$ cat src/design/lcc_queue.sv
// Small synchronous FIFO with push/full and pop/empty sides.
module lcc_queue #(
   parameter int WIDTH = 1,
   parameter int DEPTH = 2
) (
   input  logic             clock,
   input  logic             reset,
   input  logic             push,
   input  logic [WIDTH-1:0] wr_data,
   output logic             full,
   input  logic             pop,
   output logic [WIDTH-1:0] rd_data,
   output logic             empty
);
   localparam int PW = (DEPTH > 1) ? $clog2(DEPTH) : 1;
   localparam logic [PW-1:0] LAST = PW'(DEPTH - 1);

   logic [WIDTH-1:0] mem [DEPTH];
   logic [PW-1:0]    wr_ptr_ff, wr_ptr_in;
   logic [PW-1:0]    rd_ptr_ff, rd_ptr_in;
   logic [PW:0]      count_ff, count_in;
   logic             do_push, do_pop;

   assign full    = (count_ff == (PW+1)'(DEPTH));
   assign empty   = (count_ff == '0);
   assign do_push = push && !full;
   assign do_pop  = pop && !empty;
   assign rd_data = mem[rd_ptr_ff];

   // pointers wrap at the last entry so any depth works
   always_comb begin
      wr_ptr_in = wr_ptr_ff;
      rd_ptr_in = rd_ptr_ff;
      if (do_push) begin
         wr_ptr_in = (wr_ptr_ff == LAST) ? '0 : wr_ptr_ff + PW'(1);
      end
      if (do_pop) begin
         rd_ptr_in = (rd_ptr_ff == LAST) ? '0 : rd_ptr_ff + PW'(1);
      end
      count_in  = count_ff;
      if (do_push && !do_pop) begin
         count_in = count_ff + (PW+1)'(1);
      end else if (do_pop && !do_push) begin
         count_in = count_ff - (PW+1)'(1);
      end
   end

   always_ff @(posedge clock) begin
      if (do_push) begin
         mem[wr_ptr_ff] <= wr_data;
      end
   end

   always_ff @(posedge clock) begin
      if (reset) begin
         wr_ptr_ff <= '0;
         rd_ptr_ff <= '0;
         count_ff  <= '0;
      end else begin
         wr_ptr_ff <= wr_ptr_in;
         rd_ptr_ff <= rd_ptr_in;
         count_ff  <= count_in;
      end
   end

endmodule

$ cat config.mk
export PLATFORM = sky130hd
export DESIGN_NAME = lcc_queue
export DESIGN_NICKNAME = d
export VERILOG_FILES = /design/src/design/lcc_queue.sv
export SDC_FILE = /design/constraint.sdc
export NUM_CORES = 1
export LEC_CHECK = 0
export CAP_MARGIN = 25
export CORE_AREA = 2 2 39 41
export DETAILED_ROUTE_END_ITERATION = 12
export DIE_AREA = 0 0 41 43
export DONT_BUFFER_PORTS = 1
export SLEW_MARGIN = 15
export SYNTH_ARGS = -nofsm -noshare
export SYNTH_HDL_FRONTEND = slang
export SYNTH_SLANG_ARGS = --single-unit
$ cat constraint.sdc
create_clock -name clock -period 2.58 [get_ports clock]
set_input_delay 0.516 -clock clock [delete_from_list [all_inputs] [get_ports clock]]
set_output_delay 0.516 -clock clock [all_outputs]
set_load 0.005 [all_outputs]
---- Word level (Yosys, flattened, before mapping) ----
Memories as Yosys holds them, arrays and structs flattened. A register that Yosys moved wholly into a read port is not among the register bits.
Index checks and enable logic that the tools add are counted.
storage, ports and cells
  register bits after elaboration ......... 4
  RAM bits ................................ 2
  output and inout bits ................... 3
  logic and storage cells ................. 27
  memories kept ........................... 1
  input port bits ......................... 5
memories
  name  words  width  read ports  clocked after memory_dff  wr ports  line  text
  mem   2      1      1           1                         1         18    logic [WIDTH-1:0] mem [DEPTH];
operators by class
  equal/unequal tests ..................... 1
  $add $sub $neg .......................... 4
  muxes and demuxes ....................... 8
  reductions and logical operators ........ 10
operators by type and width
  cell                                              count
  2-to-1 mux 1 bit                                  6
  logical AND 1 bit                                 4
  zero test 1 bit                                   4
  2-to-1 mux 2 bit                                  2
  adder 1 bit, second input constant                2
  adder 2 x 1 -> 2 bit, second input constant       1
  == test 2 bit, second input constant              1
  zero test 2 bit                                   1
  nonzero test 2 bit                                1
  subtractor 2 x 1 -> 2 bit, second input constant  1

---- Longest topological paths before layout ----
Gate-level depths: netlist of run 1.
  depth in word-level cells ............... 7
  depth in mapped cells ................... 6

---- Least setup slack after synthesis of run 1 ----
No wires, ideal clock.
  path type ............................... input to register
  from .................................... input port pop
  to ...................................... register count_ff[1]
  arrival time ............................ 1.422 ns
  library setup time ...................... 0.070 ns
  path slack .............................. 1.089 ns
  stages on the path ...................... 4
  path through ............................ o21ai_0 > ha_1 > or3_1 > a21oi_1
between the ends
  word-level cells in the longest chain between the ends .. 4
  elaborated cells between the ends (all ways) .. 6
  classes of those cells .................. mux: 1; reduce/logical: 5
RTL lines
  what                                                    line  text
  start: declaration                                      11    input logic pop,
  logical AND 1 bit *                                     27    assign do_pop = pop && !empty;
  zero test 1 bit                                         41    if (do_push && !do_pop) begin
  logical AND 1 bit                                       41
  2-to-1 mux 2 bit or nonzero test 2 bit (tied branches)  n/a
  end signal: assignment                                  62    count_ff <= count_in;
  end: declaration                                        21    logic [PW:0] count_ff, count_in;
Every way passes the cells marked *; elsewhere a longest branch is shown, timed or not.
A chain may end at the register's enable or synchronous reset.

---- Worst setup path after layout of run 1 ----
  from .................................... register count_ff[1]
  to ...................................... register count_ff[1]
between the ends
  word-level cells in the longest chain between the ends .. 6
  elaborated cells between the ends (all ways) .. 15
  classes of those cells .................. add/sub: 2; eq/ne: 1; mux: 2; reduce/logical: 10
RTL lines
  what                                 line  text
  == test 2 bit *                      24    assign full = (count_ff == (PW+1)'(DEPTH));
  net full                             10    output logic full,
  zero test 1 bit *                    26    assign do_push = push && !full;
  logical AND 1 bit *                  26
  zero test 1 bit                      43    end else if (do_pop && !do_push) begin
  logical AND 1 bit                    43
  nonzero test 2 bit (no source line)  n/a
The timed path passes the listed nets; every way through them passes the cells marked *. The select of a mux whose other input is x is not followed.

==> summary.txt, run 1 <==
Synth
  • Seq/Total Area, Yosys: 0.554
  • Syn_nets: 34
  • Ys Warns: 0
  • Syn_area_per_cell: 10.3 um^2
  • Netlist cell types: 12
  • Post-Synthesis Cells: 28
  • #FFs+latches synth: 7
  • Post-synthesis cell area: 289 um^2

GRT
  • Pin count of the biggest net entering global routing: 6
  • Vias in the first global route: 179
  • First-pass GRT wire length: 759 um
  • GRT overflow: 0
  • GRT Resource Usage Total: 0.0726
  • Initial antenna violation count: 0

Worst setup path
  • CP required: 2.76 ns
  • Endpoint class of the critical path: register
  • Crit-path max cell delay: 0.37 ns
  • Critical Path Start Type: register
  • Setup CP Type: register to register
  • Critical Path, Cell by Cell: nor2b_2, nor2_1, ha_1, or3_1, a21oi_1
  • Worst-path cell with the longest stage delay: dfxtp_1
  • Worst endpoint data arrival time: 1.76 ns
  • WP buf/inv: 0
  • Max FO, Critical Path: 5
  • Top delay family on crit path: simple AND/OR/NAND/NOR gates

STA
  • Slew @ Worst Pin: 0.292 ns
  • Final setup fails: 0
  • Fin. Hold Viols: 0
  • Unrepaired setup endpoints after global routing: no
  • Setup ws final: 1.00 ns
  • Minimum clock period: 1.58 ns
  • Setup TNS: 0 ns
  • Final period util: 0.611
  • Clk_skew: 0.00187 ns
  • Max-slew violation count: 0
  • F_max: 634 MHz
  • Max-slew headroom: 0.803

Clock network
  • Clk sink count: 7
  • Post-CTS Resized: 0
  • Total clock buffers created by CTS: 3
  • Clk root buf: clkbuf_4
  • CTS tree: built
  • Worst-Skew Late Latency: 0.25 ns
  • Hold Buf Count CTS: 0
  • Clock slew at reported path FFs: 0.05 ns
  • Setup repair bufs after CTS: 0
  • Htree depth: 1
  • Bufs on Longest Clock Path: 2

Power
  • P per Cell Area: 1140 mW/mm^2
  • Pleak: 0.138 nW
  • VDD IR-drop max: 0.000451 V

Detailed routing
  • DRT antenna net count: 0
  • Highest Signal Layer: met3
  • Iter 0 DRT Violations: 5
  • Routed length on met2: 216 um
  • Drt pass-1 iters: 2
  • Total number of vias: 198
  • Met3 wire length: 39 um
  • Metal-1 WL: 205 um
  • Via-per-instance ratio: 4.13
  • Drt total wl: 460 um
  • DRC Markers: 0
  • WL/cell: 9.58 um

Floorplan
  • Die area: 0.00176 mm^2
  • I/O pin total: 8
  • Row count: 14
  • Die Y: 43 um
  • Die Width: 41 um
  • Initial Util: 0.209
  • Core outline area: 0.00138 mm^2

Placement
  • GP Congestion: 0.613
  • Port Buf Inserts: 0
  • Post-Place Worst Slack: 1.02 ns
  • DP HPWL: 342 um

Layout
  • Most frequent cells in the layout: nor2_1, dfxtp_1, o21ai_0, xor2_1, clkbuf_4
  • Layout net count: 39
  • Diode count: 0
  • Area grow syn2layout: 16.0%
  • Share of cells above drive strength 1: 0.156

Hold path
  • Hold WC Path Type: primary input to register

Status
  • Status: complete, no violations

Job
  • Maxcap violations: 0
-- synthesized netlist by cell type --
master    instances  area (um^2)
nor2_1            5         18.8
dfxtp_1           5          100
edfxtp_1          2         60.1
a21oi_1           2         10.0
o21ai_0           3         15.0
or3_1             2         12.5
mux2_2            1         11.3
inv_1             2         7.51
and2_1            1         6.26
nor2b_2           1         8.76
xor2_1            3         26.3
ha_1              1         12.5
-- path summary, 6_finish.rpt --
kind	depth (start not counted)	start	endpoint	slack, ns
max reg2reg	5	count_ff[1]$_SDFFE_PP0P_	count_ff[1]$_SDFFE_PP0P_	1.00
min	1	reset	count_ff[0]$_SDFFE_PP0P_	0.33
max	5	count_ff[1]$_SDFFE_PP0P_	count_ff[1]$_SDFFE_PP0P_	1.00
min reg2reg	2	wr_ptr_ff$_SDFFE_PP0N_	wr_ptr_ff$_SDFFE_PP0N_	0.49
-- metal layers --
layer / GRT usage / vias to the layer above
met4: 0.0600 / 0
li1: - / 102
met1: 0.0814 / 89
met3: 0.0681 / 0
met2: 0.0781 / 7
met5: 0 / -
-- layout make-up --
cell class	count	area (um^2)
fillers	148	1050
flip-flops and latches	7	160
multi-input cells	19	121
clock buffers	4	26.3
well taps	16	20.0
inverters	2	7.51
-- worst register-to-register path: cells and delay by family (launching register included) --
family                     cells  cell delay (ns)
adders and majority gates      1             0.32
AOI/OAI and AO/OA              1             0.15
DFF                            1             0.37
and+or+nand+nor                3             0.67
-- cells by family after synthesis --
family                     count (synthesis)  synth area share
and+or+nand+nor                            9             0.160
DFF                                        7             0.554
AOI/OAI and AO/OA                          5            0.0866
xor gates and xnor gates                   3            0.0909
buffers and inverters                      2            0.0260
muxes                                      1            0.0390
adders and majority gates                  1            0.0433
-- report_power, final --
group	switching [mW]	internal [mW]	total (mW)
Clock	0.0392	0.0589	0.0981
Combinational	0.0600	0.0536	0.114
Sequential	0.0240	0.147	0.171
-- per-stage QoR --
| step | std cells | power, mW | util | cell area (um^2) | hold WS [ns] |
|---|---|---|---|---|---|
| after floorplan | 28 | 0.266 | - | 289 | 0.452 |
| after global placement | 44 | 0.283 | 0.223 | 309 | 0.463 |
| after detailed placement | 44 | 0.286 | 0.223 | 309 | 0.475 |
| after CTS | 48 | 0.389 | 0.242 | 335 | 0.320 |
| after global routing | 48 | 0.420 | 0.242 | 335 | 0.304 |
| final | 48 | 0.383 | 0.242 | 335 | 0.330 |
Power figures use the tool's default switching activity.
==> run 2: changes to the inputs <==
==> constraint.sdc (replaced) <==
create_clock -name clock -period 1.65 [get_ports clock]
set_input_delay 0.33 -clock clock [delete_from_list [all_inputs] [get_ports clock]]
set_output_delay 0.33 -clock clock [all_outputs]
set_load 0.005 [all_outputs]
==> summary.txt, run 2 (synthesis results as in run 1) <==
Status
  • Status: complete, no violations

GRT
  • Initial antenna violation count: 0
  • Pin count of the biggest net entering global routing: 6
  • First-pass GRT wire length: 759 um
  • Vias in the first global route: 187
  • GRT Resource Usage Total: 0.0686
  • GRT overflow: 0

Clock network
  • Clock slew at reported path FFs: 0.05 ns
  • Htree depth: 1
  • Setup repair bufs after CTS: 0
  • Worst-Skew Late Latency: 0.25 ns
  • Clk sink count: 7
  • Post-CTS Resized: 0
  • Total clock buffers created by CTS: 3
  • Clk root buf: clkbuf_4
  • CTS tree: built
  • Bufs on Longest Clock Path: 2
  • Hold Buf Count CTS: 0

Worst setup path
  • Critical Path Start Type: register
  • CP required: 1.83 ns
  • Setup CP Type: register to register
  • Max FO, Critical Path: 5
  • Endpoint class of the critical path: register
  • Worst endpoint data arrival time: 1.74 ns

Layout
  • Share of cells above drive strength 1: 0.156
  • Filler Cell Count: 153
  • Final instance area: 335 um^2
  • Diode count: 0
  • Layout net count: 39
  • Area grow syn2layout: 16.0%
  • Most frequent cells in the layout: nor2_1, dfxtp_1, o21ai_0, xor2_1, clkbuf_4

Power
  • P per Cell Area: 1770 mW/mm^2
  • VDD IR-drop max: 0.000747 V
  • Pleak: 0.138 nW

Floorplan
  • Initial Util: 0.209
  • Die area: 0.00176 mm^2
  • Die Width: 41 um
  • I/O pin total: 8
  • Core outline area: 0.00138 mm^2
  • Die Y: 43 um
  • Row count: 14

Detailed routing
  • Total number of vias: 194
  • Iter 0 DRT Violations: 2
  • DRC Markers: 0
  • Drt total wl: 435 um
  • Drt pass-1 iters: 3
  • WL/cell: 9.06 um
  • DRT antenna net count: 0
  • Via-per-instance ratio: 4.04

STA
  • Clk_skew: 0.00171 ns
  • Setup ws final: 0.0965 ns
  • Final period util: 0.942
  • Unrepaired setup endpoints after global routing: no
  • Max-slew headroom: 0.793
  • Setup TNS: 0 ns
  • Minimum clock period: 1.55 ns
  • Final setup fails: 0
  • Fin. Hold Viols: 0
  • Slew @ Worst Pin: 0.307 ns
  • Max-slew violation count: 0
  • F_max: 644 MHz

Placement
  • DP HPWL: 336 um
  • Port Buf Inserts: 0
  • DP Area: 309 um^2
  • Post-Place Worst Slack: 0.114 ns
  • GP Congestion: 0.661

Hold path
  • Hold WC Path Type: primary input to register

Job
  • Maxcap violations: 0
==> run 2: cell counts in the layout (fill, tap and decap cells not counted) <==
Identical to the previous run, type by type.
==> run 2: final timing paths <==
check | start | to | slack [ns] | cells past startpoint
worst max-delay path | count_ff[1]$_SDFFE_PP0P_ | count_ff[1]$_SDFFE_PP0P_ | 0.1 | 5
worst max register to register | count_ff[1]$_SDFFE_PP0P_ | count_ff[1]$_SDFFE_PP0P_ | 0.1 | 5
worst min register to register | wr_ptr_ff$_SDFFE_PP0N_ | wr_ptr_ff$_SDFFE_PP0N_ | 0.48 | 2
worst min-delay path | reset | count_ff[1]$_SDFFE_PP0P_ | 0.14 | 1
==> run 2: layout make-up <==
| cell class | count | area, um^2 | area share |
|---|---|---|---|
| well taps | 16 | 20.0 | 0.0597 |
| inverters | 2 | 7.51 | 0.0224 |
| flip-flops and latches | 7 | 160 | 0.478 |
| clock buffers | 4 | 26.3 | 0.0784 |
| multi-input cells | 19 | 121 | 0.362 |
==> run 2: worst max-delay path, stage by stage, from the launching register on <==
cell	delay, ns
dfxtp_1	0.37
nor2b_2	0.24
nor2_1	0.08
ha_1	0.31
or3_1	0.36
a21oi_1	0.13
==> run 2: routing by layer <==
layer  routed length [um]  global-route usage  up-vias
met5                    0                   0        -
met4                    0              0.0600        0
met3                   40              0.0419        0
met2                  195              0.0719        6
met1                  198              0.0915       88
li1                     -                   -      100
==> run 2: through the flow <==
| stage | cells | total power [mW] | hold slack [ns] | util |
|---|---|---|---|---|
| after floorplan | 28 | 0.416 | 0.399 | - |
| after global placement | 44 | 0.442 | 0.402 | 0.223 |
| after detailed placement | 44 | 0.444 | 0.402 | 0.223 |
| after CTS | 48 | 0.605 | 0.136 | 0.242 |
| after global routing | 48 | 0.650 | 0.122 | 0.242 |
| final | 48 | 0.595 | 0.143 | 0.242 |
==> run 2: power by group <==
group / total, mW / internal, mW / leakage [nW] / switching (mW)
clock: 0.154 / 0.0922 / 0.0150 / 0.0622
sequential: 0.268 / 0.230 / 0.0600 / 0.0372
combinational: 0.173 / 0.0838 / 0.0630 / 0.0890
