`src/design/lcc_pkg.sv`:
```
// Shared types, register codes and constants of the LED colour conditioner.
package lcc_pkg;

   localparam int LED_COUNT_DEFAULT    = 256;
   localparam int WORK_DEPTH_DEFAULT   = 4;
   localparam int RESULT_DEPTH_DEFAULT = 2;

   localparam int CSR_ADDR_W = 5;
   localparam int CSR_DATA_W = 32;

   localparam logic       KIND_TICK      = 1'b1;
   localparam logic [8:0] BRIGHTNESS_ONE = 9'd256;

   typedef enum logic [2:0] {
      REG_BRIGHTNESS   = 3'd0,
      REG_WHITE_LUMA   = 3'd1,
      REG_WHITE_DIFF   = 3'd2,
      REG_COLOUR_LUMA  = 3'd3,
      REG_OUTLIER_DIFF = 3'd4,
      REG_LUMA_WEIGHTS = 3'd5,
      REG_DEDUP_ENABLE = 3'd6,
      REG_TIMEOUT_MS   = 3'd7
   } cfg_reg_type;

   typedef struct packed {
      logic       kind;
      logic [7:0] led_index;
      logic [7:0] red_in;
      logic [7:0] green_in;
      logic [7:0] blue_in;
   } req_type;

   typedef struct packed {
      logic [7:0] led_out;
      logic [7:0] red_out;
      logic [7:0] green_out;
      logic [7:0] blue_out;
   } rsp_type;

   // classified item handed from front to back
   typedef struct packed {
      logic       kind;
      logic [7:0] led_index;
      logic [7:0] red;
      logic [7:0] green;
      logic [7:0] blue;
   } work_type;

   typedef struct packed {
      logic [8:0]  brightness;
      logic [9:0]  white_luma_thresh;
      logic [7:0]  white_diff_thresh;
      logic [9:0]  colour_luma_thresh;
      logic [7:0]  outlier_diff_thresh;
      logic [26:0] luma_weights;
      logic        dedup_enable;
      logic [15:0] timeout_ms;
   } cfg_type;

   localparam cfg_type CFG_RESET = '{
      brightness:          BRIGHTNESS_ONE,
      white_luma_thresh:   10'd0,
      white_diff_thresh:   8'd0,
      colour_luma_thresh:  10'd0,
      outlier_diff_thresh: 8'd255,
      luma_weights:        27'd0,
      dedup_enable:        1'b0,
      timeout_ms:          16'd0
   };

endpackage

```
`src/design/lcc_front.sv`:
```
// Front end: accepts items, scales, computes luma and conditions the colour.
module lcc_front #(
   parameter int LED_COUNT = lcc_pkg::LED_COUNT_DEFAULT
) (
   input  logic              clock,
   input  logic              reset,
   input  logic              push,
   output logic              full,
   input  lcc_pkg::req_type  req_data,
   input  lcc_pkg::cfg_type  cfg,
   output logic              q_push,
   output lcc_pkg::work_type q_data,
   input  logic              q_full
);
   import lcc_pkg::*;

   function automatic logic [7:0] abs_diff(input logic [7:0] a, input logic [7:0] b);
      return (a > b) ? a - b : b - a;
   endfunction

   function automatic logic is_outlier(input logic [7:0] c, input logic [7:0] o1,
                                       input logic [7:0] o2, input logic [7:0] th);
      return (c < o1) && (c < o2) && ((o1 - c) > th) && ((o2 - c) > th);
   endfunction

   logic        advance, accept, in_range;
   logic        s1_valid_ff, s1_valid_in;
   logic        s2_valid_ff;
   work_type    s1_ff, s1_in;
   work_type    s2_ff;
   logic [10:0] s2_luma_ff, luma_in;
   logic [16:0] prod_r, prod_g, prod_b;
   logic [16:0] lum_r, lum_g, lum_b;
   logic [18:0] lum_sum;
   logic        white, blank;

   // whole pipe holds while the last stage waits on the queue
   assign advance = !(s2_valid_ff && q_full);
   assign full    = !advance;
   assign accept  = push && advance;
   assign in_range = {1'b0, req_data.led_index} < 9'(LED_COUNT);

   // stage 1: brightness scaling
   assign prod_r = 17'(req_data.red_in)   * 17'(cfg.brightness);
   assign prod_g = 17'(req_data.green_in) * 17'(cfg.brightness);
   assign prod_b = 17'(req_data.blue_in)  * 17'(cfg.brightness);

   always_comb begin
      s1_valid_in     = accept && (req_data.kind == KIND_TICK || in_range);
      s1_in.kind      = req_data.kind;
      s1_in.led_index = req_data.led_index;
      // bit 8 set means factor of 1.0 or more: pass through
      s1_in.red   = cfg.brightness[8] ? req_data.red_in   : prod_r[15:8];
      s1_in.green = cfg.brightness[8] ? req_data.green_in : prod_g[15:8];
      s1_in.blue  = cfg.brightness[8] ? req_data.blue_in  : prod_b[15:8];
   end

   // stage 2: weighted luma
   assign lum_r   = 17'(cfg.luma_weights[26:18]) * 17'(s1_ff.red);
   assign lum_g   = 17'(cfg.luma_weights[17:9])  * 17'(s1_ff.green);
   assign lum_b   = 17'(cfg.luma_weights[8:0])   * 17'(s1_ff.blue);
   assign lum_sum = 19'(lum_r) + 19'(lum_g) + 19'(lum_b);
   assign luma_in = lum_sum[18:8];

   // stage 3: blanking and outlier removal, written into the queue
   always_comb begin
      q_data = s2_ff;
      white  = (abs_diff(s2_ff.red, s2_ff.green) <= cfg.white_diff_thresh) &&
               (abs_diff(s2_ff.red, s2_ff.blue)  <= cfg.white_diff_thresh) &&
               (abs_diff(s2_ff.green, s2_ff.blue) <= cfg.white_diff_thresh);
      blank  = white ? (s2_luma_ff < {1'b0, cfg.white_luma_thresh})
                     : (s2_luma_ff < {1'b0, cfg.colour_luma_thresh});
      if (blank) begin
         q_data.red   = '0;
         q_data.green = '0;
         q_data.blue  = '0;
      end else if (!white) begin
         if (is_outlier(s2_ff.red, s2_ff.green, s2_ff.blue, cfg.outlier_diff_thresh)) begin
            q_data.red = '0;
         end else if (is_outlier(s2_ff.green, s2_ff.red, s2_ff.blue,
                                 cfg.outlier_diff_thresh)) begin
            q_data.green = '0;
         end else if (is_outlier(s2_ff.blue, s2_ff.green, s2_ff.red,
                                 cfg.outlier_diff_thresh)) begin
            q_data.blue = '0;
         end
      end
   end

   assign q_push = s2_valid_ff && !q_full;

   always_ff @(posedge clock) begin
      if (reset) begin
         s1_valid_ff <= 1'b0;
         s2_valid_ff <= 1'b0;
      end else if (advance) begin
         s1_valid_ff <= s1_valid_in;
         s2_valid_ff <= s1_valid_ff;
      end
   end

   always_ff @(posedge clock) begin
      if (advance) begin
         s1_ff      <= s1_in;
         s2_ff      <= s1_ff;
         s2_luma_ff <= luma_in;
      end
   end

endmodule

```
`config.mk`:
```
export PLATFORM = sky130hd
export DESIGN_NAME = lcc_front
export DESIGN_NICKNAME = d
export VERILOG_FILES = /design/src/design/lcc_pkg.sv /design/src/design/lcc_front.sv
export SDC_FILE = /design/constraint.sdc
export NUM_CORES = 1
export LEC_CHECK = 0
export ABC_AREA = 0
export ABC_CLOCK_PERIOD_IN_PS = 7000
export BUFFER_PORTS_ARGS = -buffer_cell sky130_fd_sc_hd__clkbuf_2
export CORE_MARGIN = 5
export CORE_UTILIZATION = 40
export CTS_CLUSTER_DIAMETER = 30
export CTS_CLUSTER_SIZE = 12
export DETAILED_ROUTE_END_ITERATION = 6
export RECOVER_POWER = 50
export SYNTH_ARGS = -nofsm -noshare
export SYNTH_HDL_FRONTEND = slang
export SYNTH_SLANG_ARGS = --single-unit
```
`constraint.sdc`:
```
create_clock -name clock -period 7 [get_ports clock]
set_clock_uncertainty 0.05 [all_clocks]
set_input_delay 1.05 -clock clock [delete_from_list [all_inputs] [get_ports clock]]
set_output_delay 1.05 -clock clock [all_outputs]
set_load 0.05 [all_outputs]
```
=== After elaboration in Yosys (flattened, before gate mapping) ===
Cells that the tools add are included.

* Flip-flop bits (word level): 79
* Input bits: 126
* Output and inout bits: 35
* Logic and storage cells: 77

* Multipliers: 6
* Reductions and logical operators: 16
* Add/sub/neg operators: 8
* Order comparisons: 20
* Mux-type cells: 14

{| class="wikitable"
|+ Operators with widths
! operator !! number
|-
| 2-to-1 mux 8 bit || 10
|-
| > comparator 8 bit || 9
|-
| multiplier 9 x 8 -> 17 bit || 3
|-
| < comparator 8 bit || 6
|-
| multiplier 8 x 9 -> 16 bit || 3
|-
| 2-to-1 mux 24 bit || 2
|-
| subtractor 8 bit || 6
|-
| <= comparator 8 bit || 3
|-
| < comparator 11 x 10 -> 1 bit || 2
|-
| adder 18 x 17 -> 19 bit || 1
|-
| adder 17 x 17 -> 18 bit || 1
|-
| 2-to-1 mux 16 bit || 1
|-
| logical AND 1 bit || 14
|-
| logical NOT 1 bit || 2
|-
| 2-to-1 mux 1 bit || 1
|}

=== Logic depth before layout (Yosys ltp) ===
Gate-level depths: netlist of run 1.

* Depth in word-level cells: 9
* Gate-level depth with buffers: 23
* Depth with buffers taken out: 22

=== Worst setup path after synthesis of run 1 ===
No wires, ideal clock.

* Path type: input to register
* From: input cfg[40] (netlist bit)
* To: register s2_luma_ff[10], data pin
* Cell stages on the path: 21
* Slack: 100 ps
* Required time: 6690 ps
* Path buffers: 0
* Data arrival time: 6590 ps
* Library setup time: 260 ps
* Cell sequence: and2_1 > fa_1 > inv_1 > fa_1 > fa_1 > inv_1 > fa_1 > fa_1 > inv_1 > fa_1 > inv_1 > fa_1 > ha_1 > a21oi_1 > o21a_1 > o21ai_1 > a41o_1 > o41a_1 > a211oi_2 > o21bai_1 > xnor2_1

* Longest elaborated chain between the ends: 3

{| class="wikitable"
|+ Ends and longest elaborated chain
! element !! RTL line !! RTL
|-
| start: declaration || lcc_front.sv:10 || <nowiki>input lcc_pkg::cfg_type cfg,</nowiki>
|-
| multiplier 9 x 8 -> 17 bit || lcc_front.sv:59 || <nowiki>assign lum_r = 17'(cfg.luma_weights[26:18]) * 17'(s1_ff.red);</nowiki>
|-
| adder 17 x 17 -> 18 bit || lcc_front.sv:62 || <nowiki>assign lum_sum = 19'(lum_r) + 19'(lum_g) + 19'(lum_b);</nowiki>
|-
| adder 18 x 17 -> 19 bit || lcc_front.sv:62 ||
|-
| named net lum_sum[18] || lcc_front.sv:34 || <nowiki>logic [18:0] lum_sum;</nowiki>
|-
| end signal: assignment || lcc_front.sv:106 || <nowiki>s2_luma_ff <= luma_in;</nowiki>
|-
| end: declaration || lcc_front.sv:31 || <nowiki>logic [10:0] s2_luma_ff, luma_in;</nowiki>
|}

The timed path passes the listed nets, and every way through them passes these cells.
A chain may end at the register's enable or synchronous reset.

=== Worst setup path in the final report of run 1 ===
* From: input cfg[38] (netlist bit)
* To: register s2_luma_ff[10], data pin

The elaborated chain is that of the path after synthesis.

==> flow_summary_export.csv, run 1 <==
group,metric,value,unit
drt,drcViolationCount,0,
setup_path,rr_worst_depth,21,
synthesis,ys_types,62,
setup_path,r2r_start,"s1_ff[11]",
sta,period_needed,6.849,ns
cts,ctsHoldBuffers,0,
drt,highest_layer,"met4",
drt,routedWlPerCell,16.93,um
outcome,violations,"max-capacitance violations, max-slew violations",
sta,drv_slew,69,
drt,drt-met1-wl,22360,um
flow_run,maxCapViolCount,1,
setup_path,rrSetupSlack,0.17,ns
drt,viasPerCell,4.951,
sta,setup_viol,0,
sta,tns,0,ns
grt,grt_pass1_vias,16128,
synthesis,yosysWarnings,0,
synthesis,synth-seq-area-share,0.1164,
setup_path,cpMostUsedCell,"fa_1",
placement,portBuffers,143,
layout,areaGrowthSynthToFinish,10.63,%
synthesis,synth.avg_cell_area,9.318,sq um
floorplan,initial_core_util,0.4035,
setup_path,cp-end-kind,"flop",
sta,worst_pin_slew,3.617,ns
sta,fin_crit_sh,0.9785,
cts,tritoncts,"done",
placement,hpwl,44550,um
cts,cts.sinks,79,
cts,insertion_delay,0.36,ns
grt,grt_start_max_net_pins,69,
placement,place_inst,2981,
grt,antenna_found_initial,0,
floorplan,coreArea,50070,sq um
floorplan,die_area,55100,sq um
hold_path,min_to,"q_data[30]",
floorplan,die_w,234.7,um
cts,cts_max_path_buffers,2,
setup_path,crit_fanout,6,
synthesis,synth_flop_cell,"edfxtp_1",
drt,wl_met3,1848,um
layout,fill_cells,4910,
setup_path,cp_data_required_time,7.05,ns
placement,place_congestion,0.9027,
grt,grt_pass1_wl,82980,um
layout,num-nets-final,3083,
cts,h-tree-depth,3,
setup_path,crit_chain,"buf_4 > and2_4 > fa_1 > inv_1 > fa_1 > fa_1 > inv_1 > fa_1 > fa_1 > inv_1 > fa_1 > inv_2 > fa_1 > ha_4 > nand4b_1 > o21a_1 > o21ai_2 > a41o_1 > o41a_1 > a211oi_2 > o21bai_1 > xnor2_1",
hold_path,holdPathStages,0,
setup_path,cp-start-kind,"input port",
synthesis,synth_area_leaders,"fa_1 31%, ha_1 20%, edfxtp_1 11%",
synthesis,synth_common_cells,"471 x inv_1, 327 x ha_1, 308 x fa_1",
drt,first_pass_iters,5,
layout,regArea,2352,sq um
synthesis,syn-cell-area,20200,sq um
drt,dr_total_vias,14849,
drt,antenna_left,0,
drt,drt-initial-drc-count,692,
layout,layout-drive-gt1-share,0.1122,
setup_path,slowest_stage,"fa_1",
cts,path_clk_slew,0.07,ns
cts,cts_root_buf,"clkbuf_16",
synthesis,synth_top_area_cell,"fa_1",
setup_path,cpPeakStageDelay,0.55,ns
hold_path,hold_path.class,"reg2reg",
drt,routed-wl-met2,25400,um
layout,fin_cells,2999,
synthesis,synth_edf_count,77,
floorplan,rows,82,
placement,pre_cts_slack,-0.3767,ns
setup_path,cp.arrival,6.89,ns
layout,n_antenna_cell,0,
outcome,status,"finished, violations left",
setup_path,critPathKind,"in2reg",
synthesis,synth_top_area_frac,0.3052,
synthesis,netlist_instances,2168,
grt,track_usage,0.1836,
layout,multi_input_area,15950,sq um
grt,overflow,0,
synthesis,async_reset_ff_frac,0,
sta,hold_viol,0,
sta,fmaxAchievable,146.0,MHz
synthesis,yosys_register_bits,79,
setup_path,r2r-end,"s2_luma_ff[10]",
floorplan,boundaryPins,161,
sta,slew_headroom,-1.411,
floorplan,chipHeight,234.7,um
sta,setup_ws,0.1507,ns
synthesis,yosysMostFrequentCell,"inv_1",
hold_path,min-delay-start,"s1_ff[30]",
drt,drt-total-wl,50780,um
synthesis,syn_nets,2929,
cts,cts_buffers,9,
-- layer usage --
| layer | vias to the layer above | global-route usage |
|---|---|---|
| met2 | 292 | 0.3255 |
| met5 | - | 0 |
| met3 | 64 | 0.02216 |
| met4 | 0 | 0.04849 |
| li1 | 7118 | - |
| met1 | 7375 | 0.2386 |
-- critical path: cells and delay by family --
family / cells / cell delay, ns
AOI/OAI and AO/OA: 6 / 1.38
adders and majority gates: 8 / 3.75
buffers and inverters: 5 / 0.33
xor gates and xnor gates: 1 / 0.13
and+or+nand+nor: 2 / 0.24
-- state kept, by name, summed over array words and instances (netlist names) --
name and cells:
s1_valid_ff 1, s2_ff 24, s1_ff 33, s2_valid_ff 1
q_data 9, s2_luma_ff 11
-- worst max path at each step --
stage                                 to  depth (start not counted)       from
after floorplan           s2_luma_ff[10]                         21    cfg[40]
after global placement    s2_luma_ff[10]                         22    cfg[40]
after detailed placement  s2_luma_ff[10]                         22    cfg[40]
after CTS                     q_data[18]                         21  s2_ff[16]
after global routing      s2_luma_ff[10]                         22    cfg[36]
final                     s2_luma_ff[10]                         22    cfg[38]
-- cell type report --
| type | instances | area share |
|---|---|---|
| sequential | 79 | 0.1052 |
| clock buffer | 9 | 0.01008 |
| multi-input combinational | 1554 | 0.7135 |
| inverter | 471 | 0.07910 |
| clock inverter | 7 | 0.003359 |
| timing repair buffer | 207 | 0.05111 |
| tap | 672 | 0.03762 |
-- cell usage in the layout (no fill, tap or decap), types with 9 or more instances in the layout --
cell type	synthesis	routed
o21a_1	13	13
nand2_1	192	192
nand2b_1	14	14
a21o_1	47	47
ha_1	327	322
clkbuf_2	0	130
nand4_1	26	26
nor2b_1	17	17
clkbuf_1	48	21
buf_4	9	53
o21ai_0	37	37
nand3_1	13	13
xnor2_1	47	47
nor2_1	40	39
o21bai_1	24	24
a21oi_1	62	59
nor3_1	33	29
xor2_1	27	27
and2_1	244	241
clkbuf_16	0	9
inv_1	471	469
edfxtp_1	77	77
fa_1	308	303
mux2_2	22	22
-- repair_timing --
| action | in CTS | in global routing |
|---|---|---|
| hold endpoints to repair | 0 | 0 |
| buffers inserted | 0 | 2 |
| resized for setup | 0 | 31 |
| endpoints found under the setup margin | 0 | 28 |
-- kinds of logic (layout without fill, tap and decap cells) --
| family | after synthesis | after routing | share of synthesized area |
|---|---|---|---|
| AOI/OAI and AO/OA | 220 | 220 | 0.07247 |
| buffers and inverters | 535 | 694 | 0.1014 |
| xor gates and xnor gates | 74 | 74 | 0.03208 |
| adders and majority gates | 635 | 635 | 0.5077 |
| muxes | 23 | 23 | 0.01276 |
| DFF | 79 | 79 | 0.1164 |
| and+or+nand+nor | 602 | 602 | 0.1571 |
-- per-stage QoR --
step	hold WS [ns]	cell area (sq um)	util
final	0.3720	22350	0.4464
after global routing	0.3819	22350	0.4464
after CTS	0.3727	22260	0.4445
after detailed placement	0.3554	21960	0.4385
after global placement	0.3505	21960	0.4385
after floorplan	0.3503	20200	-
Power of run 1 is not shown: default switching activity piles up to over one toggle a cycle in this logic, so the estimate is an artifact.
==> inputs of run 2 (changes only) <==
- CORE_UTILIZATION: 40 -> 25
==> run 2 against run 1 <==
  * The flow still finishes with violations (max-capacitance violations, max-slew violations)
  * Register-to-register slack better by 0.09 ns
  * Maximum frequency increased by 0.62%
  * Die area is 57% higher
  * Sequential cell count stayed put
  * First-iteration DRC count shrank 5.3%
  * Critical endpoint unchanged
==> flow_summary_export.csv, run 2 (synthesis results as in run 1) <==
group,metric,value,unit
outcome,status,"finished, violations left",
outcome,violations,"max-capacitance violations, max-slew violations",
setup_path,critPathKind,"in2reg",
layout,num-nets-final,3083,
flow_run,maxCapViolCount,1,
cts,cts_buffers,9,
grt,grt_pass1_wl,85010,um
placement,hpwl,46460,um
floorplan,initial_core_util,0.2516,
placement,pre_cts_slack,-0.3498,ns
sta,drv_slew,80,
layout,top_regs,"s1_ff x33, s2_ff x24, s2_luma_ff x11",
drt,viasPerCell,4.327,
setup_path,rrSetupSlack,0.26,ns
sta,period_needed,6.807,ns
cts,tritoncts,"done",
sta,slew_headroom,-1.856,
floorplan,rows,104,
floorplan,die_w,294.3,um
cts,insertion_delay,0.35,ns
setup_path,cp_data_required_time,7.05,ns
hold_path,holdPathStages,0,
drt,drcViolationCount,0,
setup_path,r2r_start,"s1_ff[10]",
grt,overflow,0,
cts,path_clk_slew,0.06,ns
cts,h-tree-depth,3,
hold_path,min_to,"q_data[28]",
grt,track_usage,0.1224,
grt,grt_pass1_vias,15503,
layout,layout-drive-gt1-share,0.1049,
sta,setup_viol,0,
sta,fmaxAchievable,146.9,MHz
drt,antenna_left,0,
floorplan,chipHeight,294.3,um
sta,hold_viol,0,
drt,drt-total-wl,52460,um
drt,first_pass_iters,5,
setup_path,rr_worst_depth,21,
sta,fin_crit_sh,0.9724,
layout,regMostFlops,"s1_ff",
sta,worst_pin_slew,4.283,ns
sta,tns,0,ns
cts,cts.sinks,79,
grt,antenna_found_initial,2,
drt,routedWlPerCell,15.49,um
grt,grt_start_max_net_pins,80,
floorplan,die_area,86590,sq um
layout,final_common_cell,"inv_1",
layout,multi_input_area,15890,sq um
layout,areaGrowthSynthToFinish,12.88,%
layout,layout_common_cells,"471 x inv_1, 324 x ha_1, 306 x fa_1",
cts,ctsHoldBuffers,0,
setup_path,cp-end-kind,"flop",
cts,post_cts_buffers,0,
sta,hold_ws,0.3625,ns
drt,drt-initial-drc-count,655,
setup_path,r2r-end,"s2_luma_ff[10]",
drt,dr_total_vias,14655,
cts,cts_resized,0,
placement,place_congestion,0.8919,
sta,rsz0062_at_grt,"true",
placement,portBuffers,143,
floorplan,boundaryPins,161,
hold_path,hold_path.class,"reg2reg",
layout,regArea,2352,sq um
hold_path,min-delay-start,"s1_ff[28]",
setup_path,cp.arrival,6.85,ns
setup_path,cp-start-kind,"input port",
sta,setup_ws,0.1929,ns
cts,cts_max_path_buffers,2,
layout,n_antenna_cell,0,
setup_path,crit_fanout,4,
layout,largest_reg_flops,33,
cts,cts_root_buf,"clkbuf_16",
floorplan,coreArea,80290,sq um
layout,fill_cells,8481,
-- run 2: critical path: stages --
cell and delay [ns]:
clkbuf_2 0.11, buf_4 0.15, and2_1 0.17, fa_1 0.53
inv_1 0.05, fa_1 0.47, inv_1 0.05, fa_1 0.49
fa_1 0.59, fa_1 0.44, fa_1 0.50, inv_1 0.05
fa_1 0.50, inv_1 0.05, ha_1 0.32, nand3_1 0.09
nand2_1 0.05, a41o_1 0.23, o41a_1 0.42, a211oi_2 0.27
o21bai_1 0.12, xnor2_1 0.14
-- run 2: layer usage --
| metal | track usage | share of wire |
|---|---|---|
| met5 | 0 | 0.00044 |
| met2 | 0.2068 | 0.48 |
| met4 | 0.02985 | 0.020 |
| met3 | 0.01349 | 0.036 |
| met1 | 0.1687 | 0.47 |
-- run 2: layout make-up --
| cell class | instances | share of cell area |
|---|---|---|
| Multi-Input combinational cell | 1554 | 0.6969 |
| Sequential cell | 79 | 0.1031 |
| Inverter | 471 | 0.07753 |
| Tap cell | 1060 | 0.05816 |
| Timing Repair Buffer | 207 | 0.04976 |
| Clock buffer | 12 | 0.01037 |
| Clock inverter | 4 | 0.004115 |
-- run 2: worst max path at each step --
stage	cells after the start	from	slack, ns	to
5_1_grt	22	cfg[40]	-0.05	s2_luma_ff[10]
2_1_floorplan	21	cfg[40]	0.10	s2_luma_ff[10]
4_1_cts	22	cfg[40]	0.04	s2_luma_ff[10]
6_report	22	cfg[24]	0.19	s2_luma_ff[10]
3_5_place_dp	22	cfg[40]	-0.35	s2_luma_ff[10]
3_3_place_gp	22	cfg[40]	-0.31	s2_luma_ff[10]
-- run 2: per-stage QoR --
step / area [sq um] / utilization / instances
2_1_floorplan: 20200 / - / 2168
3_3_place_gp: 22460 / 0.2797 / 3371
3_5_place_dp: 22460 / 0.2797 / 3371
4_1_cts: 22790 / 0.2838 / 3387
5_1_grt: 22800 / 0.2840 / 3387
6_report: 22800 / 0.2840 / 3387
Power of run 2 is left out for the same reason.
