<file path="src/design/lcc_pkg.sv">
// Shared types, register codes and constants of the LED colour conditioner.
package lcc_pkg;

   localparam int LED_COUNT_DEFAULT    = 256;
   localparam int WORK_DEPTH_DEFAULT   = 4;
   localparam int RESULT_DEPTH_DEFAULT = 2;

   localparam int CSR_ADDR_W = 5;
   localparam int CSR_DATA_W = 32;

   localparam logic       KIND_TICK      = 1'b1;
   localparam logic [8:0] BRIGHTNESS_ONE = 9'd256;

   typedef enum logic [2:0] {
      REG_BRIGHTNESS   = 3'd0,
      REG_WHITE_LUMA   = 3'd1,
      REG_WHITE_DIFF   = 3'd2,
      REG_COLOUR_LUMA  = 3'd3,
      REG_OUTLIER_DIFF = 3'd4,
      REG_LUMA_WEIGHTS = 3'd5,
      REG_DEDUP_ENABLE = 3'd6,
      REG_TIMEOUT_MS   = 3'd7
   } cfg_reg_type;

   typedef struct packed {
      logic       kind;
      logic [7:0] led_index;
      logic [7:0] red_in;
      logic [7:0] green_in;
      logic [7:0] blue_in;
   } req_type;

   typedef struct packed {
      logic [7:0] led_out;
      logic [7:0] red_out;
      logic [7:0] green_out;
      logic [7:0] blue_out;
   } rsp_type;

   // classified item handed from front to back
   typedef struct packed {
      logic       kind;
      logic [7:0] led_index;
      logic [7:0] red;
      logic [7:0] green;
      logic [7:0] blue;
   } work_type;

   typedef struct packed {
      logic [8:0]  brightness;
      logic [9:0]  white_luma_thresh;
      logic [7:0]  white_diff_thresh;
      logic [9:0]  colour_luma_thresh;
      logic [7:0]  outlier_diff_thresh;
      logic [26:0] luma_weights;
      logic        dedup_enable;
      logic [15:0] timeout_ms;
   } cfg_type;

   localparam cfg_type CFG_RESET = '{
      brightness:          BRIGHTNESS_ONE,
      white_luma_thresh:   10'd0,
      white_diff_thresh:   8'd0,
      colour_luma_thresh:  10'd0,
      outlier_diff_thresh: 8'd255,
      luma_weights:        27'd0,
      dedup_enable:        1'b0,
      timeout_ms:          16'd0
   };

endpackage

</file>
<file path="src/design/lcc_csr.sv">
// Configuration register file with APB-style write and read access.
module lcc_csr (
   input  logic                            clock,
   input  logic                            reset,
   input  logic                            psel,
   input  logic                            penable,
   input  logic                            pwrite,
   input  logic [lcc_pkg::CSR_ADDR_W-1:0]  paddr,
   input  logic [lcc_pkg::CSR_DATA_W-1:0]  pwdata,
   output logic [lcc_pkg::CSR_DATA_W-1:0]  prdata,
   output logic                            pready,
   output lcc_pkg::cfg_type                cfg
);
   import lcc_pkg::*;

   cfg_type     cfg_ff;
   cfg_type     cfg_in;
   cfg_reg_type sel;
   logic        wr_en;

   assign pready = 1'b1;
   assign sel    = cfg_reg_type'(paddr[CSR_ADDR_W-1:2]);
   assign wr_en  = psel && penable && pwrite && pready;
   assign cfg    = cfg_ff;

   always_comb begin
      cfg_in = cfg_ff;
      if (wr_en) begin
         case (sel)
            REG_BRIGHTNESS:   cfg_in.brightness          = pwdata[8:0];
            REG_WHITE_LUMA:   cfg_in.white_luma_thresh   = pwdata[9:0];
            REG_WHITE_DIFF:   cfg_in.white_diff_thresh   = pwdata[7:0];
            REG_COLOUR_LUMA:  cfg_in.colour_luma_thresh  = pwdata[9:0];
            REG_OUTLIER_DIFF: cfg_in.outlier_diff_thresh = pwdata[7:0];
            REG_LUMA_WEIGHTS: cfg_in.luma_weights        = pwdata[26:0];
            REG_DEDUP_ENABLE: cfg_in.dedup_enable        = pwdata[0];
            REG_TIMEOUT_MS:   cfg_in.timeout_ms          = pwdata[15:0];
            default: ;
         endcase
      end
   end

   always_comb begin
      prdata = '0;
      case (sel)
         REG_BRIGHTNESS:   prdata[8:0]  = cfg_ff.brightness;
         REG_WHITE_LUMA:   prdata[9:0]  = cfg_ff.white_luma_thresh;
         REG_WHITE_DIFF:   prdata[7:0]  = cfg_ff.white_diff_thresh;
         REG_COLOUR_LUMA:  prdata[9:0]  = cfg_ff.colour_luma_thresh;
         REG_OUTLIER_DIFF: prdata[7:0]  = cfg_ff.outlier_diff_thresh;
         REG_LUMA_WEIGHTS: prdata[26:0] = cfg_ff.luma_weights;
         REG_DEDUP_ENABLE: prdata[0]    = cfg_ff.dedup_enable;
         REG_TIMEOUT_MS:   prdata[15:0] = cfg_ff.timeout_ms;
         default: ;
      endcase
   end

   always_ff @(posedge clock) begin
      if (reset) begin
         cfg_ff <= CFG_RESET;
      end else begin
         cfg_ff <= cfg_in;
      end
   end

endmodule

</file>
<file path="config.mk">
export PLATFORM = sky130hd
export DESIGN_NAME = lcc_csr
export DESIGN_NICKNAME = d
export VERILOG_FILES = /design/src/design/lcc_pkg.sv /design/src/design/lcc_csr.sv
export SDC_FILE = /design/constraint.sdc
export NUM_CORES = 1
export LEC_CHECK = 0
export ABC_CLOCK_PERIOD_IN_PS = 1300
export BUFFER_PORTS_ARGS = -buffer_cell sky130_fd_sc_hd__buf_2
export CAP_MARGIN = 20
export CORE_MARGIN = 2
export CORE_UTILIZATION = 51
export CTS_BUF_LIST = sky130_fd_sc_hd__clkbuf_4
export CTS_CLUSTER_SIZE = 10
export DETAILED_ROUTE_END_ITERATION = 6
export PLACE_DENSITY = 0.82
export SETUP_SLACK_MARGIN = 0.1
export SKIP_CTS_REPAIR_TIMING = 1
export SLEW_MARGIN = 10
export SYNTH_ARGS = -nofsm -noshare
export SYNTH_HDL_FRONTEND = slang
export SYNTH_SLANG_ARGS = --single-unit
</file>
<file path="constraint.sdc">
create_clock -name clock -period 1.3 [get_ports clock]
set_input_delay 0.065 -clock clock [delete_from_list [all_inputs] [get_ports clock]]
set_output_delay 0.065 -clock clock [all_outputs]
set_load 0.01 [all_outputs]
</file>
After elaboration in Yosys (flattened, before gate mapping)
Cells that the tools add are included.
{"block": "op_classes", "mux": 6, "n_reduce_logical": 11, "eq_ne": 7}
{"operator": "case mux 7 bit (7 select lines)", "n": 1}
{"operator": "AND reduction 2 bit", "n": 8}
{"operator": "== test 3 bit, second input constant", "n": 4}
{"operator": "case mux 6 bit (2 select lines)", "n": 1}
{"operator": "2-to-1 mux 11 bit", "n": 1}
{"operator": "case mux 1 bit (8 select lines)", "n": 1}
{"operator": "== test 3 x 2 -> 1 bit, second input constant", "n": 2}
{"operator": "case mux 1 bit (5 select lines)", "n": 1}
{"operator": "case mux 1 bit (4 select lines)", "n": 1}
{"operator": "== test 3 x 1 -> 1 bit, second input constant", "n": 1}
{"operator": "logical NOT 3 bit", "n": 1}
{"operator": "logical AND 1 bit", "n": 2}
{"block": "totals", "input_bits": 42, "regBits": 89}

Depth between registers and ports, before layout
Gate-level depths: netlist of the first run.
{"block": "depth", "depth_word": 3, "mapped_depth": 6, "mapped_depth_nobuf": 3}

Worst setup path before layout of the first run
OpenSTA, ideal clock, no wires.
{"block": "synth_path", "path_type": "input-to-output", "from": "input port paddr[3] in the netlist's numbering", "to": "output port prdata[0] in the netlist's numbering", "t_arrival_ns": 1.008, "t_required_ns": 1.235, "path_stages": 6, "path_slack_ns": 0.227, "cell_sequence": "buf_4 > buf_6 > buf_4 > mux4_2 > nand2_1 > nand2_1"}
{"block": "synth_via", "elab_chain_cells": 2, "elab_cells_between_ends": 9, "classes_between": "7 x eq/ne; 1 x mux; 1 x reduce/logical"}
{"item": "start, declared", "line": "lcc_csr.sv:8", "rtl": "input logic [lcc_pkg::CSR_ADDR_W-1:0] paddr,"}
{"item": "== test 3 bit (tied with other cells)", "line": "lcc_csr.sv:45", "rtl": "case (sel)"}
{"item": "case mux 1 bit (8 select lines) *", "line": "lcc_csr.sv:45"}
{"item": "end, declared", "line": "lcc_csr.sv:10", "rtl": "output logic [lcc_pkg::CSR_DATA_W-1:0] prdata,"}
Mark *: on every way between the ends. The rest lies on a longest branch, timed or not.

Worst setup path in the final report of the first run
{"block": "layout_path", "from": "register cfg_ff (netlist bit cfg[9])", "to": "output port prdata[9] in the netlist's numbering"}
{"block": "layout_via", "elab_chain_cells": 1}
{"item": "start, declared", "line": "lcc_csr.sv:16", "rtl": "cfg_type cfg_ff;"}
{"item": "start signal, assigned", "line": "lcc_csr.sv:62", "rtl": "cfg_ff <= cfg_in;"}
{"item": "case mux 1 bit (4 select lines)", "line": "lcc_csr.sv:45"}
No other way between the ends.

==> impl_metrics.json, run 1 <==
{
  "synth_seq_cells": 89,
  "nets": 693,
  "wl_microns": 13100,
  "hold_class": "primary input to flip-flop",
  "core-area_sq_um": 8260,
  "placed_cells": 704,
  "drive_gt1_share_pct": 43.0,
  "start_kind": "flip-flop",
  "tritoncts": "built",
  "portBuffers": 150,
  "clock_skew_ns": 0,
  "met2_wirelength_microns": 6500,
  "fmax_ghz": 0.629,
  "initial_utilization_pct": 52.8,
  "hold_start": "reset",
  "period_share_pct": 122,
  "worstSetupPathType": "flip-flop to output pin",
  "clockBufferDepth": 2,
  "gp_congestion": 0.791,
  "h-tree-depth": 3,
  "drc": 0,
  "die_x_microns": 96.5,
  "critPathMaxFanout": 3,
  "pwr_density_cell_nw_per_um2": 809,
  "tns_ns": -2.14,
  "met3_length_microns": 900,
  "cap_violations": 0,
  "reg2reg_slack_ns": 0.43,
  "die-area_sq_um": 9310,
  "grt.total_usage_pct": 26.1,
  "area_growth_syn_to_layout_pct": 35.4,
  "grt_pass1_vias": 3699,
  "vias": 4244,
  "synthCells": 460,
  "hold_slack_ns": 0.0856,
  "ys_types": 35,
  "wl_met1_microns": 5330,
  "drtAntennaViolNets": 0,
  "cts_buffers": 9,
  "drt_iter0_drc": 213,
  "r2r_start": "cfg[27]",
  "avgSynthCellArea_sq_um": 9.48,
  "clock-sinks": 89,
  "syn_area_sq_um": 4360,
  "cts_root_buffer": "clkbuf_4",
  "setup_ws_ns": -0.289,
  "ir_drop_mv": 0.736,
  "yosys_most_used_dff": "dfxtp_1",
  "reg2reg_depth": 4,
  "vias_per_cell": 5.58,
  "drt-wirelength-per-cell_microns": 17.2,
  "clk_latency_ns": 0.43,
  "std_cell_rows": 33,
  "grt_max_degree": 55,
  "diodes": 0,
  "antenna_found_initial": 0,
  "violations": "negative setup slack",
  "clkTransAtPathRegs_ns": 0.13,
  "slew_viol_final": 0,
  "p_leak_nw": 2.88,
  "instances_no_fill": 761,
  "highest_layer": "met4",
  "rsz0062_at_grt": "yes",
  "reg2reg_to": "cfg[27]",
  "dp_hpwl_microns": 8760,
  "min_path_cells": 3,
  "synth-edff-count": 0,
  "hold_end": "cfg[34]",
  "utilization_pct": 71.5,
  "grt_overflow": 0,
  "pre_cts_ws_ns": -0.0167,
  "io_pins": 164,
  "critical_path_required_ns": 1.24,
  "end_kind": "output pin",
  "final-hold-violation-count": 0,
  "grt_pass1_wl_microns": 18500,
  "status": "finished with violations",
  "finalSetupViolations": 10,
  "drt_first_pass_iters": 5,
  "ys.warnings.count": 0,
  "crit_arrival_ns": 1.52,
  "largest_reg_flops": 89,
  "async_flop_share_pct": 0,
  "min_period_ns": 1.59,
  "synth_seq_area_share_pct": 40.8,
  "die_h_microns": 96.5
}
==> critical path, cell delays in order, from the launching register on <==
cell     delay (ns)
dfxtp_2        0.35
mux4_2         0.47
and2_4         0.16
buf_6          0.11
==> where the power goes <==
part / internal (mW) / leakage (nW) / switching, mW
clock network: 0.476 / 0.0678 / 0.927
logic: 0.289 / 2.08 / 0.323
registers: 2.75 / 0.734 / 0.0154
total: 3.51 / 2.88 / 1.27
==> cell type report <==
type / instances / area (sq um)
Multi-Input combinational cell: 330 / 2420
Fill cell: 586 / 2350
Sequential cell: 89 / 1820
Timing Repair Buffer: 219 / 1410
Tap cell: 105 / 131
Clock buffer: 13 / 97.6
Clock inverter: 3 / 17.5
Inverter: 2 / 7.51
==> stage by stage <==
stage | cell area (sq um) | power (mW)
after floorplan | 4380 | 3.14
after global placement | 5300 | 3.33
after detailed placement | 5300 | 3.34
after CTS | 5420 | 4.70
after global routing | 5910 | 4.97
final | 5910 | 4.78
==> layout by cell type (no fill, tap or decap), drive strengths merged <==
master,netlist,final
and3,1,1
clkbuf,17,13
dfxtp,89,89
inv,2,2
mux4,4,4
mux2i,68,68
and4b,1,1
a32oi,6,6
nor2b,17,17
dlygate4sd3,0,27
clkinvlp,0,1
nand2b,70,70
nor2,26,26
nand3,4,4
nor3,1,1
nand2,13,13
a21oi,13,13
clkinv,0,2
a22oi,8,8
nand4,12,12
o21ai,44,44
nor3b,1,1
conb,2,6
and2,13,13
mux2,15,15
o211ai,6,6
buf,26,192
and4,1,1
==> routing by layer <==
layer	up-vias	GRT usage, %
li1	1969	-
met2	204	44.0
met3	32	4.89
met5	-	0
met1	2039	32.7
met4	0	11.0
==> worst max path at each step <==
stage              from        end  slack, ns  cells after the start
5_1_grt         cfg[74]  prdata[4]      -0.37                      4
3_5_place_dp   paddr[4]    cfg[49]      -0.02                      5
3_3_place_gp   paddr[4]  prdata[9]     0.0006                      4
4_1_cts          cfg[9]  prdata[9]      -0.34                      3
2_1_floorplan  paddr[3]  prdata[0]       0.23                      6
6_report         cfg[9]  prdata[9]      -0.29                      3
==> cell usage after synthesis, types with 8 or more instances <==
master	number	share of area [%]
a21oi_1	13	1.5
a22oi_1	8	1.4
and2_1	13	1.9
buf_2	11	1.3
buf_4	12	2.1
clkbuf_1	17	1.5
dfxtp_1	89	41
mux2_2	15	3.9
mux2i_1	68	16
nand2_1	11	0.95
nand2b_1	70	10
nand4_1	11	1.6
nor2_1	25	2.2
nor2b_1	17	2.4
o21ai_0	42	4.8
==> cell families after synthesis <==
kind of cell	synth area share [%]
and+or+nand+nor	21.7
other	0.172
AOI/OAI and AO/OA	10.2
DFF	40.8
buffers and inverters	5.56
muxes	21.5
Power figures use the tool's default switching activity.
==> run 2: changes to the inputs <==
CELL_PAD_IN_SITES_DETAIL_PLACEMENT = 1   (was unset)
CELL_PAD_IN_SITES_GLOBAL_PLACEMENT = 2   (was unset)
CORE_UTILIZATION = 30   (was 51)
MAX_ROUTING_LAYER = met4   (was unset)
PLACE_DENSITY = unset   (was 0.82)
PLACE_DENSITY_LB_ADDON = 0.1   (was unset)
SKIP_CTS_REPAIR_TIMING = unset   (was 1)
==> impl_metrics.json, run 2 (synthesis gave the netlist of run 1 again) <==
{
  "finalSetupViolations": 10,
  "grt_pass1_vias": 4356,
  "tns_ns": -2.26,
  "postLayoutCellArea_sq_um": 6340,
  "period_share_pct": 123,
  "crit_slowest_cell": "mux4_2",
  "gp_congestion": 0.749,
  "io_pins": 164,
  "ir_drop_mv": 0.346,
  "end_kind": "output pin",
  "cts_root_buffer": "clkbuf_4",
  "grt_overflow": 0,
  "drive_gt1_share_pct": 47.2,
  "rsz0062_at_grt": "yes",
  "hold_class": "primary input to flip-flop",
  "area_growth_syn_to_layout_pct": 45.4,
  "wl_microns": 15500,
  "p_leak_nw": 3.07,
  "critPathMaxFanout": 3,
  "worstSetupPathType": "flip-flop to output pin",
  "swShare_pct": 27.4,
  "crit_top_cell": "nand2_2",
  "grt_max_degree": 34,
  "status": "finished with violations",
  "h-tree-depth": 3,
  "p_int_mw": 3.48,
  "pwr-share-clk_pct": 28.5,
  "vias_per_cell": 4.83,
  "tritoncts": "built",
  "clkTransAtPathRegs_ns": 0.13,
  "drt-wirelength-per-cell_microns": 17.7,
  "dp_hpwl_microns": 10700,
  "final_cell_mix": "buf_2 (144), nand2b_1 (70), mux2i_1 (68), buf_4 (68), dfxtp_2 (46)",
  "vias": 4228,
  "p_switching_mw": 1.32,
  "nets": 728,
  "core-area_sq_um": 14400,
  "cts_buffers": 9,
  "start_kind": "flip-flop",
  "clockBufferDepth": 2,
  "initial_utilization_pct": 30.4,
  "violations": "negative setup slack",
  "cap_violations": 0,
  "clk_latency_ns": 0.44,
  "die_h_microns": 125,
  "antenna_found_initial": 0,
  "die-area_sq_um": 15500,
  "hold_slack_ns": 0.112,
  "path_cells": "mux4_2, nand2_2, nand2_2, buf_6",
  "crit_arrival_ns": 1.53,
  "slew_viol_final": 0,
  "setup_ws_ns": -0.296,
  "die_x_microns": 125,
  "path_buf_inv": 1,
  "final-hold-violation-count": 0,
  "drt_first_pass_iters": 4,
  "min_period_ns": 1.60,
  "portBuffers": 150,
  "drtAntennaViolNets": 0,
  "grt_pass1_wl_microns": 24200,
  "fmax_ghz": 0.627,
  "drt_iter0_drc": 156,
  "max_stage_delay_ns": 0.47,
  "final_common_cell": "buf_2",
  "drc": 0,
  "largest_reg_flops": 89,
  "clock-sinks": 89,
  "critical_path_required_ns": 1.24,
  "grt.total_usage_pct": 20.3,
  "cpLargestDelayFamily": "multiplexers",
  "place_area_sq_um": 5550,
  "pwr_density_cell_nw_per_um2": 757,
  "power_frac_comb_pct": 13.9,
  "std_cell_rows": 44,
  "clock_skew_ns": 0,
  "pwr-share-seq_pct": 57.6,
  "fillCellCount": 1717
}
==> run 2: cell types whose count changed in the layout (fill, tap and decap cells not counted), sizes merged <==
cell         before  now
buf             192  226
clkbuf           13   11
clkinv            2    3
diode             0    2
dlygate4sd3      27   28
==> run 2: tightest hold or removal path, stage by stage <==
cell	delay (ns)
buf_2	0.16
buf_12	0.16
nor2_1	0.08
mux2i_1	0.07
==> run 2: power by group through the flow <==
stage          registers, mW  clock network (mW)  logic [mW]
6_report                2.76                1.37       0.667
5_1_grt                 2.77                1.57       0.725
4_1_cts                 2.76                1.43       0.668
3_5_place_dp            2.82                   0       0.580
3_3_place_gp            2.82                   0       0.572
2_1_floorplan           2.83                   0       0.309
==> run 2: worst paths after layout <==
path | from | end | slack [ns] | cells after the start
hold reg to reg | cfg[35] | cfg[35] | 0.49 | 2
setup reg to reg | cfg[21] | cfg[21] | 0.43 | 4
setup / recovery | cfg[16] | prdata[0] | -0.30 | 4
hold / removal | reset | cfg[88] | 0.11 | 4
==> run 2: final cells by class <==
type	instances	area [sq um]	area share (%)
repair buffers	254	1730	27.3
clock buffers	11	82.6	1.30
flip-flops and latches	89	1840	29.0
clock inverters	4	21.3	0.335
inverters	2	10.0	0.158
multi-input cells	330	2420	38.2
diodes	2	5.00	0.0789
well taps	184	230	3.63
==> run 2: metal layers <==
layer	up-vias	global-route usage, %	routed length, microns
met3	15	3.26	539
met4	0	5.88	209
met2	93	32.2	7420
met5	-	-	0
met1	2086	26.8	7380
li1	2034	-	-
==> run 2: per-stage QoR <==
stage          instances  utilization [%]  worst slack [ns]  power, mW
6_report             876             44.1            -0.296       4.80
5_1_grt              874             44.1            -0.360       5.06
4_1_cts              869             43.4            -0.329       4.86
3_5_place_dp         799             38.6           -0.0845       3.40
3_3_place_gp         799             38.6           -0.0803       3.39
2_1_floorplan        464                -             0.227       3.14
==> run 2: repair_timing <==
item                                    CTS  global route
pin swaps                                 5             1
hold buffers                             28             0
buffers inserted                         27             6
resized for setup                        50            22
endpoints found under the setup margin   17            29
hold endpoints to repair                 43             0
==> run 3: changes to the inputs <==
ABC_AREA = 0   (was unset)
ABC_CLOCK_PERIOD_IN_PS = 2000   (was 1300)
CORE_UTILIZATION = 32   (was 30)
clock period = 2 ns   (was 1.3 ns; I/O delays follow)
==> impl_metrics.json, run 3 (synthesis gave the netlist of run 1 again) <==
{
  "grt_max_degree": 60,
  "drtAntennaViolNets": 0,
  "pwr-share-seq_pct": 51.6,
  "cap_violations": 0,
  "grt_overflow": 0,
  "dp_hpwl_microns": 10000,
  "drc": 0,
  "critPathMaxFanout": 12,
  "min_period_ns": 1.71,
  "path_cells": "buf_2, nor2_1, a22oi_1, o211ai_1, buf_2",
  "tritoncts": "built",
  "place_area_sq_um": 5310,
  "core-area_sq_um": 13300,
  "finalPower_mw": 3.48,
  "hold_class": "primary input to flip-flop",
  "status": "finished, final reports clean",
  "fmax_ghz": 0.583,
  "largest_reg_flops": 89,
  "pwr_density_cell_nw_per_um2": 604,
  "drt_iter0_drc": 173,
  "clock-sinks": 89,
  "worstSetupPathType": "primary input to output pin",
  "worstSetupEndpoint": "prdata[3]",
  "crit_slowest_cell": "nor2_1",
  "period_share_pct": 85.7,
  "io_pins": 164,
  "die_x_microns": 121,
  "vias_per_cell": 4.92,
  "final-hold-violation-count": 0,
  "grt_pass1_vias": 4082,
  "cts_root_buffer": "clkbuf_4",
  "instances_no_fill": 809,
  "h-tree-depth": 3,
  "placed_cells": 766,
  "postLayoutCellArea_sq_um": 5770,
  "final_cell_mix": "buf_2 (150), dfxtp_1 (89), nand2b_1 (70)",
  "p_leak_nw": 2.76,
  "p_int_mw": 2.59,
  "std_cell_rows": 42,
  "cts_repair_resize_count": 0,
  "clk_latency_ns": 0.45,
  "hold_start": "reset",
  "r2r_start": "cfg[30]",
  "rsz0062_at_grt": "no",
  "antenna_found_initial": 0,
  "utilization_pct": 43.4,
  "tns_ns": 0,
  "max_stage_delay_ns": 0.75,
  "tightestPinTransition_ns": 0.953,
  "clkTransAtPathRegs_ns": 0.14,
  "end_kind": "output pin",
  "ir_drop_mv": 0.268,
  "grt_pass1_wl_microns": 22300,
  "reg2reg_slack_ns": 1.17,
  "pwr-share-clk_pct": 37.5,
  "crit_arrival_ns": 1.61,
  "diodes": 0,
  "initial_utilization_pct": 32.8,
  "critical_path_required_ns": 1.90,
  "startpoint": "paddr[3]",
  "p_switching_mw": 0.891,
  "clockBufferDepth": 2,
  "reg2reg_to": "cfg[30]",
  "nets": 670,
  "drt_first_pass_iters": 4,
  "reg2reg_depth": 3,
  "vias": 3979,
  "die-area_sq_um": 14600,
  "portBuffers": 150,
  "crit_top_cell": "buf_2",
  "slew_viol_final": 0,
  "cts_buffers": 9,
  "drt-wirelength-per-cell_microns": 18.0,
  "final_common_cell": "buf_2",
  "finalSetupViolations": 0,
  "wl_microns": 14500,
  "power_frac_comb_pct": 10.8,
  "drive_gt1_share_pct": 33.6,
  "max_slew_margin_pct": 36.3,
  "gp_congestion": 0.809,
  "clock_skew_ns": 0,
  "swShare_pct": 25.6,
  "grt.total_usage_pct": 20.4,
  "die_h_microns": 121,
  "start_kind": "primary input",
  "area_growth_syn_to_layout_pct": 32.2
}
## run 3: power groups by stage
stage / registers [mW] / logic, mW / clock network, mW
3_5_place_dp: 1.84 / 0.341 / 0
2_1_floorplan: 1.84 / 0.201 / 0
4_1_cts: 1.80 / 0.383 / 1.35
3_3_place_gp: 1.83 / 0.336 / 0
5_1_grt: 1.80 / 0.411 / 1.41
6_report: 1.80 / 0.378 / 1.31
## run 3: how the worst min path moves through the flow
stage	end	slack, ns	cells past startpoint
final	cfg[34]	0.12	3
after global routing	cfg[33]	0.11	3
after CTS	cfg[41]	0.09	3
after detailed placement	cfg[37]	0.37	3
after global placement	cfg[37]	0.36	3
after floorplan	cfg[33]	0.25	2
## run 3: final cells by class
type	instances	area (sq um)
Tap cell	176	220
Fill cell	1591	7530
Sequential cell	89	1780
Inverter	2	7.51
Timing Repair Buffer	196	1210
Clock buffer	9	67.6
Clock inverter	7	118
Multi-Input combinational cell	330	2360
## run 3: layer usage
metal  part of all wire (%)  track usage [%]
met3                    4.1             3.02
met5                      0                -
met2                     47             33.7
met4                    1.2             5.67
met1                     48             26.1
## run 3: critical path: cells and delay by family
kind / cells / cell delay, ns
AND/OR/NAND/NOR: 1 / 0.75
AO/OA/AOI/OAI: 2 / 0.42
buffers and inverters: 2 / 0.33
## run 3: through the flow
stage	setup WS, ns	hold WS, ns
global placement	0.291	0.360
floorplan	0.857	0.250
finish	0.285	0.123
CTS	0.261	0.0902
detailed placement	0.269	0.366
global route	0.109	0.109
## run 3: what timing repair did
item | CTS | global route
endpoints found under the hold margin | 39 | 0
setup buffers | 0 | 0
hold buffers | 27 | 0
endpoints found under the setup margin | 0 | 0
